File: config.mk
export PLATFORM = sky130hd
export DESIGN_NAME = quoted_field_tokenizer
export DESIGN_NICKNAME = d
export VERILOG_FILES = /design/src/hdl/qft_pkg.sv /design/src/hdl/qft_front.sv /design/src/hdl/qft_queue.sv /design/src/hdl/qft_back.sv /design/src/hdl/quoted_field_tokenizer.sv
export SDC_FILE = /design/constraint.sdc
export NUM_CORES = 1
export LEC_CHECK = 0
export BUFFER_PORTS_ARGS = -buffer_cell sky130_fd_sc_hd__buf_2
export CAP_MARGIN = 20
export CORE_MARGIN = 2
export CORE_UTILIZATION = 45
export DETAILED_ROUTE_END_ITERATION = 10
export PLACE_DENSITY = 0.71
export SLEW_MARGIN = 10
export SYNTH_ARGS = -nofsm -noshare
export SYNTH_HDL_FRONTEND = slang
export SYNTH_SLANG_ARGS = --single-unit
File: constraint.sdc
create_clock -name aclk -period 6.51 [get_ports aclk]
set_input_delay 1.302 -clock aclk [delete_from_list [all_inputs] [get_ports aclk]]
set_output_delay 1.302 -clock aclk [all_outputs]
set_load 0.005 [all_outputs]
File: src/hdl/qft_pkg.sv
// ----------------------------------------------------------------------------
// qft_pkg
// types, codes and helpers shared by the tokenizer modules
// ----------------------------------------------------------------------------
`default_nettype none

package qft_pkg;

    localparam logic [1:0] KIND_CHAR = 2'd0;
    localparam logic [1:0] KIND_FEND = 2'd1;
    localparam logic [1:0] KIND_TEND = 2'd2;

    localparam logic [7:0] QUOTE_CH = 8'h27;

    localparam int QDEPTH = 2;
    localparam int QPTR_W = 1;
    localparam int QCNT_W = 2;

    // results of one request, in emission order: pre_end, char, post_end, text_end
    typedef struct packed {
        logic       pre_end;
        logic       has_char;
        logic [7:0] ch;
        logic       post_end;
        logic       text_end;
    } plan_t;

    typedef struct packed {
        logic valid;
        logic full;
    } qstat_t;

    function automatic logic is_space(input logic [7:0] c);
        return (c == 8'h20) || (c == 8'h09) || (c == 8'h0D) || (c == 8'h0A);
    endfunction

    function automatic logic [3:0] plan_mask(input plan_t p);
        return {p.text_end, p.post_end, p.has_char, p.pre_end};
    endfunction

endpackage

`default_nettype wire

File: src/hdl/qft_front.sv
// ----------------------------------------------------------------------------
// qft_front
// accepts bytes, runs the scan state and builds a result plan per byte
// ----------------------------------------------------------------------------
`default_nettype none

module qft_front
    import qft_pkg::*;
(
    input  wire logic       aclk,
    input  wire logic       aresetn,
    input  wire logic       s_tvalid,
    output logic            s_tready,
    input  wire logic [7:0] s_tdata,
    input  wire logic       s_tlast,
    input  wire qstat_t     q_stat,
    output logic            q_push,
    output plan_t           q_plan
);

    localparam logic [1:0] ST_BETWEEN    = 2'd0;
    localparam logic [1:0] ST_PLAIN      = 2'd1;
    localparam logic [1:0] ST_QUOTED     = 2'd2;
    localparam logic [1:0] ST_QUOTE_SEEN = 2'd3;

    logic [1:0] state_reg;
    logic [1:0] state_next;
    logic [1:0] scan_next;
    logic       accept;
    logic       sp;
    logic       qt;
    plan_t      plan;

    assign s_tready = !q_stat.full;
    assign accept   = s_tvalid && s_tready;
    assign sp       = is_space(s_tdata);
    assign qt       = (s_tdata == QUOTE_CH);

    always_comb begin
        plan          = '0;
        plan.ch       = s_tdata;
        scan_next     = state_reg;
        unique case (state_reg)
            ST_BETWEEN: begin
                if (sp) begin
                    scan_next = ST_BETWEEN;
                end else if (qt) begin
                    scan_next = ST_QUOTED;
                end else begin
                    plan.has_char = 1'b1;
                    scan_next     = ST_PLAIN;
                end
            end
            ST_PLAIN: begin
                if (sp) begin
                    plan.pre_end = 1'b1;
                    scan_next    = ST_BETWEEN;
                end else begin
                    plan.has_char = 1'b1;
                end
            end
            ST_QUOTED: begin
                if (qt) begin
                    scan_next = ST_QUOTE_SEEN;
                end else begin
                    plan.has_char = 1'b1;
                end
            end
            default: begin
                if (qt) begin
                    plan.has_char = 1'b1;
                    scan_next     = ST_QUOTED;
                end else if (sp) begin
                    plan.pre_end = 1'b1;
                    scan_next    = ST_BETWEEN;
                end else begin
                    plan.pre_end  = 1'b1;
                    plan.has_char = 1'b1;
                    scan_next     = ST_PLAIN;
                end
            end
        endcase
        if (!plan.has_char) begin
            plan.ch = 8'd0;
        end
        state_next = scan_next;
        if (s_tlast) begin
            plan.post_end = (scan_next != ST_BETWEEN);
            plan.text_end = 1'b1;
            state_next    = ST_BETWEEN;
        end
    end

    assign q_plan = plan;
    assign q_push = accept && (plan_mask(plan) != 4'd0);

    always_ff @(posedge aclk) begin
        if (!aresetn) begin
            state_reg <= ST_BETWEEN;
        end else if (accept) begin
            state_reg <= state_next;
        end
    end

endmodule

`default_nettype wire

File: src/hdl/qft_queue.sv
// ----------------------------------------------------------------------------
// qft_queue
// short plan queue between front and back
// ----------------------------------------------------------------------------
`default_nettype none

module qft_queue
    import qft_pkg::*;
(
    input  wire logic  aclk,
    input  wire logic  aresetn,
    input  wire logic  push,
    input  wire plan_t push_plan,
    input  wire logic  pop,
    output plan_t      head,
    output qstat_t     stat
);

    plan_t              mem_reg [QDEPTH];
    logic [QPTR_W-1:0]  wr_ptr_reg;
    logic [QPTR_W-1:0]  rd_ptr_reg;
    logic [QCNT_W-1:0]  count_reg;
    logic [QCNT_W-1:0]  count_next;

    assign head       = mem_reg[rd_ptr_reg];
    assign stat.valid = (count_reg != '0);
    assign stat.full  = (count_reg == QCNT_W'(QDEPTH));

    always_comb begin
        count_next = count_reg;
        if (push && !pop) begin
            count_next = count_reg + 1'b1;
        end else if (pop && !push) begin
            count_next = count_reg - 1'b1;
        end
    end

    always_ff @(posedge aclk) begin
        if (push) begin
            mem_reg[wr_ptr_reg] <= push_plan;
        end
    end

    always_ff @(posedge aclk) begin
        if (!aresetn) begin
            wr_ptr_reg <= '0;
            rd_ptr_reg <= '0;
            count_reg  <= '0;
        end else begin
            if (push) begin
                wr_ptr_reg <= wr_ptr_reg + 1'b1;
            end
            if (pop) begin
                rd_ptr_reg <= rd_ptr_reg + 1'b1;
            end
            count_reg <= count_next;
        end
    end

endmodule

`default_nettype wire

File: src/hdl/qft_back.sv
// ----------------------------------------------------------------------------
// qft_back
// walks the head plan into the output register, one result per unstalled cycle
// ----------------------------------------------------------------------------
`default_nettype none

module qft_back
    import qft_pkg::*;
(
    input  wire logic  aclk,
    input  wire logic  aresetn,
    input  wire plan_t head,
    input  wire qstat_t q_stat,
    output logic       pop,
    output logic       m_tvalid,
    input  wire logic  m_tready,
    output logic [7:0] m_tdata,
    output logic [1:0] m_tuser,
    output logic       m_tlast
);

    logic [3:0] done_reg;
    logic [3:0] done_next;
    logic [3:0] remain;
    logic [3:0] sel;
    logic       load;
    logic       fin;
    logic       valid_reg;
    logic [7:0] data_reg;
    logic [1:0] kind_reg;
    logic       last_reg;
    logic [7:0] data_next;
    logic [1:0] kind_next;

    assign remain = plan_mask(head) & ~done_reg;
    assign sel    = remain & (~remain + 4'd1);
    assign fin    = ((remain & ~sel) == 4'd0);
    assign load   = q_stat.valid && (!valid_reg || m_tready);
    assign pop    = load && fin;

    always_comb begin
        data_next = 8'd0;
        kind_next = KIND_FEND;
        case (sel)
            4'b0010: begin
                kind_next = KIND_CHAR;
                data_next = head.ch;
            end
            4'b1000: kind_next = KIND_TEND;
            default: kind_next = KIND_FEND;
        endcase
        done_next = done_reg;
        if (load) begin
            done_next = fin ? 4'd0 : (done_reg | sel);
        end
    end

    always_ff @(posedge aclk) begin
        if (load) begin
            data_reg <= data_next;
            kind_reg <= kind_next;
            last_reg <= fin;
        end
    end

    always_ff @(posedge aclk) begin
        if (!aresetn) begin
            valid_reg <= 1'b0;
            done_reg  <= 4'd0;
        end else begin
            done_reg <= done_next;
            if (load) begin
                valid_reg <= 1'b1;
            end else if (m_tready) begin
                valid_reg <= 1'b0;
            end
        end
    end

    assign m_tvalid = valid_reg;
    assign m_tdata  = data_reg;
    assign m_tuser  = kind_reg;
    assign m_tlast  = last_reg;

endmodule

`default_nettype wire

File: src/hdl/quoted_field_tokenizer.sv
// path: an accepted request reaches its first result through a queue write
// then the output register
// throughput: one request per cycle while each yields at most one result and
// the receiver does not stall; a request yielding several results holds the
// single-result output stage, a two-entry plan queue absorbing bursts
// reset: synchronous active-low aresetn returns the scanner to between fields
// ----------------------------------------------------------------------------
// quoted_field_tokenizer
// splits text bytes into fields with single-quoted field support
// ----------------------------------------------------------------------------
`default_nettype none

module quoted_field_tokenizer
    import qft_pkg::*;
(
    input  wire logic       aclk,
    input  wire logic       aresetn,
    input  wire logic       s_tvalid,
    output logic            s_tready,
    input  wire logic [7:0] s_tdata,   // [7:0] in_byte
    input  wire logic       s_tlast,
    output logic            m_tvalid,
    input  wire logic       m_tready,
    output logic [7:0]      m_tdata,   // [7:0] out_char
    output logic [1:0]      m_tuser,   // [1:0] kind
    output logic            m_tlast
);

    qstat_t q_stat;
    plan_t  push_plan;
    plan_t  head;
    logic   push;
    logic   pop;

    qft_front u_front (
        .aclk     (aclk),
        .aresetn  (aresetn),
        .s_tvalid (s_tvalid),
        .s_tready (s_tready),
        .s_tdata  (s_tdata),
        .s_tlast  (s_tlast),
        .q_stat   (q_stat),
        .q_push   (push),
        .q_plan   (push_plan)
    );

    qft_queue u_queue (
        .aclk      (aclk),
        .aresetn   (aresetn),
        .push      (push),
        .push_plan (push_plan),
        .pop       (pop),
        .head      (head),
        .stat      (q_stat)
    );

    qft_back u_back (
        .aclk     (aclk),
        .aresetn  (aresetn),
        .head     (head),
        .q_stat   (q_stat),
        .pop      (pop),
        .m_tvalid (m_tvalid),
        .m_tready (m_tready),
        .m_tdata  (m_tdata),
        .m_tuser  (m_tuser),
        .m_tlast  (m_tlast)
    );

endmodule

`default_nettype wire

==> results of run 1 <==
[cell usage in the layout, fill, tap and decap left out, types with 2 or more instances in the layout]
cell type | Yosys | layout
nand3_1 | 2 | 2
nor2_1 | 18 | 18
nand2_1 | 5 | 5
buf_2 | 0 | 25
o211a_1 | 2 | 2
a211oi_1 | 2 | 2
a21boi_1 | 2 | 2
inv_1 | 3 | 3
or2_2 | 2 | 2
o21ai_1 | 3 | 3
nor3_1 | 5 | 5
clkbuf_8 | 0 | 5
edfxtp_1 | 35 | 35
dfxtp_1 | 12 | 12
nand2b_1 | 3 | 3
a21oi_1 | 4 | 4
nor2b_1 | 3 | 3
or3_1 | 4 | 4
xor2_1 | 2 | 2
and2_1 | 7 | 7
mux2i_1 | 14 | 14
o21ai_0 | 3 | 3
[cells by family after synthesis]
logic type                 after synthesis  share of synthesized area [%]
and+or+nand+nor                         60                           16.6
DFF                                     47                           63.4
xor gates and xnor gates                 2                          0.860
buffers and inverters                    9                           2.03
muxes                                   14                           6.88
adders and majority gates                1                          0.614
AOI/OAI and AO/OA                       27                           9.64
[how the worst min path moves through the flow]
stage	from	end	slack, ns	cells after the start
finish	u_queue.rd_ptr_reg$_SDFFE_PN0P_	register	0.50	2
global route	u_queue.rd_ptr_reg$_SDFFE_PN0P_	register	0.52	2
CTS	u_queue.rd_ptr_reg$_SDFFE_PN0P_	register	0.50	2
detailed placement	u_queue.rd_ptr_reg$_SDFFE_PN0P_	register	0.49	2
global placement	u_queue.rd_ptr_reg$_SDFFE_PN0P_	register	0.46	2
floorplan	u_queue.rd_ptr_reg$_SDFFE_PN0P_	register	0.45	2
[worst max-delay path, delay by kind of cell]
family	cells	cell delay (ns)
AO/OA/AOI/OAI	3	0.61
AND/OR/NAND/NOR	2	1.04
buffers and inverters	1	0.12
[where the power goes]
part           leakage [nW]  switching, mW  internal [mW]  total, mW
clock network        0.0581         0.0946          0.114      0.209
logic                 0.379          0.141          0.105      0.246
registers             0.425         0.0396          0.428      0.467
total                 0.862          0.275          0.647      0.922
[cell type report]
type	count	share of cell area (%)
Tap cell	52	2.81
Clock buffer	5	2.97
Multi-Input combinational cell	104	30.5
Sequential cell	47	55.8
Inverter	4	0.649
Clock inverter	3	1.89
Timing Repair Buffer	25	5.41
[metal layers]
metal  share of wire [%]  vias up  routed length (um)
li1                    -      646                   -
met1                  43      591                1440
met2                  50       29                1650
met3                 5.2        6                 173
met4                 1.6        0                  53
met5                   0        -                   0
==> impl_metrics.csv, run 1 <==
group,metric,value,unit
drt,initialDrtViolationCount,73,
global_routing,grt_pass1_vias,1268,
floorplanning,die_x,71.3,um
worst_setup_path,cp_slowest_cell,"nor2b_1",
final_layout,utilization,53.2,%
drt,postRouteAntennaNets,0,
timing,slew_headroom,31.6,%
worst_setup_path,rr_worst_depth,8,
yosys,syn_nets,174,
worst_setup_path,worst-r2r-setup-slack,3.74,ns
worst_setup_path,end_kind,"register",
yosys,netlist.area_leader.share,51.6,%
final_layout,finalNetCount,201,
yosys,async_reset_ff_share,0,%
timing,finalSetupViolCount,0,
clock_tree,clk_pin_slew,0.08,ns
clock_tree,cts_buffers,5,
yosys,synth-seq-area-share,63.4,%
drt,num_vias,1272,
place,gp_congestion,0.806,
drt,drc_errors,0,
drt,dr.pass1.iters,4,
floorplanning,io-pin-count,26,
global_routing,met1_usage,16.6,%
timing,fin_ws,3.36,ns
clock_tree,clkLatencyLatePin,0.30,ns
worst_setup_path,cp_data_arrival_time,3.08,ns
timing,fin_setup_tns,0,ns
timing,max_freq,317,MHz
clock_tree,cts_max_path_buffers,2,
timing,fin_worst_skew,0.00267,ns
drt,vias_per_cell,5.30,
floorplanning,die_h,71.3,um
final_layout,multiInputGateArea,706,sq um
final_layout,stdcell_count,240,
final_layout,largest_reg_flops,24,
final_layout,stdcell_area,2310,sq um
final_layout,nFillCells,383,
yosys,synthTopCellsByArea,"edfxtp_1, dfxtp_1, mux2i_1",
yosys,synth_commonest_cells,"edfxtp_1, nor2_1, mux2i_1, dfxtp_1, and2_1",
clock_tree,h-tree-depth,2,
global_routing,grt_use_met2,24.0,%
global_routing,grt_use_total,14.2,%
clock_tree,cts_setup_buffers,0,
clock_tree,cts_root_buf,"clkbuf_8",
yosys,synth_edf_count,35,
floorplanning,die-area,5080,sq um
timing,finalHoldViolations,0,
worst_setup_path,critPathLaunch,"s_tdata[0]",
place,placed_cell_area,2200,sq um
yosys,syn_area,2040,sq um
clock_tree,post_cts_resized,0,
drt,wl,3310,um
min_path,hp-class,"register to register",
run_status,status,"finished, final reports clean",
worst_setup_path,start_kind,"input port",
final_layout,regArea,1290,sq um
place,hpwlAfterDp,2480,um
place,io_buffers,25,
worst_setup_path,path_cells,"buf_2, and3b_2, o21ai_1, o2bb2ai_1, a21oi_1, nor2b_1",
final_layout,drive_gt1_share,23.9,%
clock_tree,ctsHoldBuffers,0,
worst_setup_path,crit_end,"u_queue.mem_reg[0][7]$_DFFE_PP_",
worst_setup_path,slowest_delay,0.84,ns
final_layout,num_antenna_cells,0,
floorplanning,core-area,4350,sq um
yosys,ys_seq_elements,47,
worst_setup_path,crit_required,6.43,ns
yosys,ys.flop_type,"edfxtp_1",
final_layout,area_growth,13.6,%
run,drv_cap,0,
yosys,synth_top_area_cell,"edfxtp_1",
global_routing,antenna_found_initial,0,
yosys,syn_inst,160,
floorplanning,rows,24,
drt,post_drt_wl_per_cell,13.8,um
timing,hold_ws,0.498,ns
global_routing,busiest_layer,"met2",
place,place_ws,3.05,ns
timing,rsz0062_at_grt,"false",
clock_tree,cts_tree,"yes",
yosys,syn_avg_cell_area,12.7,sq um
clock_tree,cts_sinks,47,
worst_setup_path,cp_max_fo,12,
global_routing,grtUsageMet3,3.80,%
timing,tightest_slew,1.02,ns
yosys,synth.most_common_cell,"edfxtp_1",
timing,fin_crit,3.15,ns
global_routing,grt_pass1_wl,5560,um
yosys,synth_cell_types,47,
pwr,p_leak,0.862,nW
timing,drv_slew,0,
global_routing,overflow,0,
timing,fin_crit_sh,48.4,%
worst_setup_path,reg2reg_to,"u_queue.count_reg[1]$_SDFFE_PN0P_",
pwr,p_per_area,398,nW/um^2
pwr,ir_drop,140,uV
global_routing,grt_max_degree,16,
place,dp.cells,232,
worst_setup_path,critPathKind,"input port to register",
floorplanning,initial_core_util,46.8,%
yosys,yosysWarnings,0,
pwr,total_power,0.922,mW
Power figures use the tool's default switching activity.
==> run 2: changes to the inputs <==
Clock period 6.51 ns to 3.3 ns, I/O delays scaled along.
==> impl_metrics.csv, run 2 (synthesis results as in run 1) <==
group,metric,value,unit
final_layout,num_antenna_cells,0,
final_layout,area_growth,12.8,%
final_layout,mostFrequentLayoutCells,"edfxtp_1, buf_2, nor2_1",
drt,wl,3330,um
floorplanning,initial_core_util,46.8,%
min_path,min_from,"u_queue.rd_ptr_reg$_SDFFE_PN0P_",
clock_tree,ctsHoldBuffers,0,
worst_setup_path,cp_max_fo,10,
clock_tree,cts_max_path_buffers,2,
place,gp_congestion,0.794,
timing,fin_crit_sh,78.9,%
worst_setup_path,path_cells,"buf_4, mux2i_1, nor2_1, a211oi_1, o21a_2, inv_2, ha_1, or3_1, a21oi_1",
timing,max_freq,384,MHz
floorplanning,rows,24,
timing,fin_setup_tns,0,ns
min_path,hp-class,"register to register",
drt,num_vias,1290,
run,drv_cap,0,
clock_tree,post_cts_resized,0,
place,hpwlAfterDp,2510,um
global_routing,grt_pass1_wl,5720,um
drt,dr.pass1.iters,2,
clock_tree,cts_setup_buffers,0,
worst_setup_path,rr_worst_depth,9,
clock_tree,cts_root_buf,"clkbuf_8",
worst_setup_path,path_buf_inv,2,
drt,wl_met2,1650,um
worst_setup_path,cp_slowest_cell,"dfxtp_1",
clock_tree,clkLatencyLatePin,0.29,ns
pwr,p_leak,0.856,nW
final_layout,finalNetCount,203,
timing,slew_headroom,33.7,%
timing,finalSetupViolCount,0,
drt,postRouteAntennaNets,0,
run_status,status,"finished, final reports clean",
worst_setup_path,slowest_delay,0.40,ns
clock_tree,clk_pin_slew,0.08,ns
timing,tightest_slew,0.993,ns
global_routing,grt_max_degree,15,
drt,wl_met1,1490,um
timing,drv_slew,0,
floorplanning,io-pin-count,26,
place,io_buffers,25,
worst_setup_path,cp_top_family,"compound AO/OA/AOI/OAI gates",
floorplanning,core-area,4350,sq um
clock_tree,cts_tree,"yes",
final_layout,largest_reg_flops,24,
floorplanning,die-area,5080,sq um
pwr,p_per_area,762,nW/um^2
pwr,ir_drop,303,uV
timing,fin_crit,2.60,ns
drt,drc_errors,0,
clock_tree,cts_sinks,47,
timing,finalHoldViolations,0,
global_routing,antenna_found_initial,0,
drt,post_drt_wl_per_cell,13.8,um
timing,rsz0062_at_grt,"false",
global_routing,overflow,0,
worst_setup_path,cp_data_arrival_time,2.83,ns
clock_tree,cts_buffers,5,
drt,initialDrtViolationCount,119,
floorplanning,die_x,71.3,um
min_path,holdPathStages,2,
drt,dr.max_layer_used,"met4",
worst_setup_path,reg2reg_to,"u_queue.count_reg[1]$_SDFFE_PN0P_",
timing,fin_worst_skew,0.0133,ns
pwr,total_power,1.75,mW
drt,met3_length,151,um
floorplanning,die_h,71.3,um
final_layout,final_common_cell,"edfxtp_1",
worst_setup_path,crit_required,3.53,ns
worst_setup_path,worst-r2r-setup-slack,0.70,ns
clock_tree,h-tree-depth,2,
global_routing,grt_use_total,14.3,%
worst_setup_path,start_kind,"register",
final_layout,drive_gt1_share,23.7,%
drt,vias_per_cell,5.33,
worst_setup_path,critPathKind,"register to register",
worst_setup_path,end_kind,"register",
global_routing,grt_pass1_vias,1289,
-- run 2: worst register-to-register path: cells and delay by family (launching register included) --
kind,cells,cell delay [ns]
AO/OA/AOI/OAI,3,0.67
flip-flops,1,0.40
buffers and inverters,2,0.31
multiplexers,1,0.34
adder cells (fa/ha/maj),1,0.31
AND/OR/NAND/NOR,2,0.53
-- run 2: layout make-up --
cell class / instances / area [sq um]
Multi-Input combinational cell: 104 / 706
Clock buffer: 7 / 76.3
Tap cell: 52 / 65.1
Sequential cell: 47 / 1290
Timing Repair Buffer: 27 / 140
Fill cell: 376 / 2060
Inverter: 4 / 15.0
Clock inverter: 1 / 5.00
-- run 2: worst max path at each step --
| stage | start | end | slack, ns | cells after the start |
|---|---|---|---|---|
| 2_1_floorplan | s_tdata[0] | u_queue.count_reg[1]$_SDFFE_PN0P_ | 0.85 | 7 |
| 3_3_place_gp | s_tdata[0] | u_queue.mem_reg[0][6]$_DFFE_PP_ | 0.54 | 6 |
| 3_5_place_dp | s_tdata[0] | u_queue.mem_reg[0][6]$_DFFE_PP_ | 0.41 | 6 |
| 4_1_cts | register | u_queue.count_reg[1]$_SDFFE_PN0P_ | 0.67 | 9 |
| 5_1_grt | s_tdata[5] | u_queue.mem_reg[0][4]$_DFFE_PP_ | 0.45 | 6 |
| 6_report | register | u_queue.count_reg[1]$_SDFFE_PN0P_ | 0.70 | 9 |
-- run 2: through the flow --
step           cells  utilization (%)  area, sq um  hold slack (ns)  setup slack (ns)
6_report         242             52.8         2300            0.492             0.697
3_3_place_gp     234             50.9         2220            0.460             0.541
5_1_grt          242             52.8         2300            0.530             0.452
4_1_cts          242             52.8         2300            0.497             0.668
3_5_place_dp     234             50.9         2220            0.485             0.409
2_1_floorplan    160                -         2040            0.452             0.847
-- run 2: report_power, final --
| part | total [mW] | switching (mW) | internal [mW] | leakage, nW |
|---|---|---|---|---|
| clock | 0.324 | 0.175 | 0.149 | 0.0422 |
| combinational | 0.523 | 0.301 | 0.222 | 0.389 |
| sequential | 0.904 | 0.0602 | 0.843 | 0.425 |
-- run 2: metal layers --
| metal | global-route usage, % | vias to the layer above |
|---|---|---|
| met5 | 0 | - |
| met4 | 4.61 | 0 |
| met3 | 4.36 | 7 |
| met2 | 23.5 | 25 |
| met1 | 18.2 | 611 |
| li1 | - | 647 |
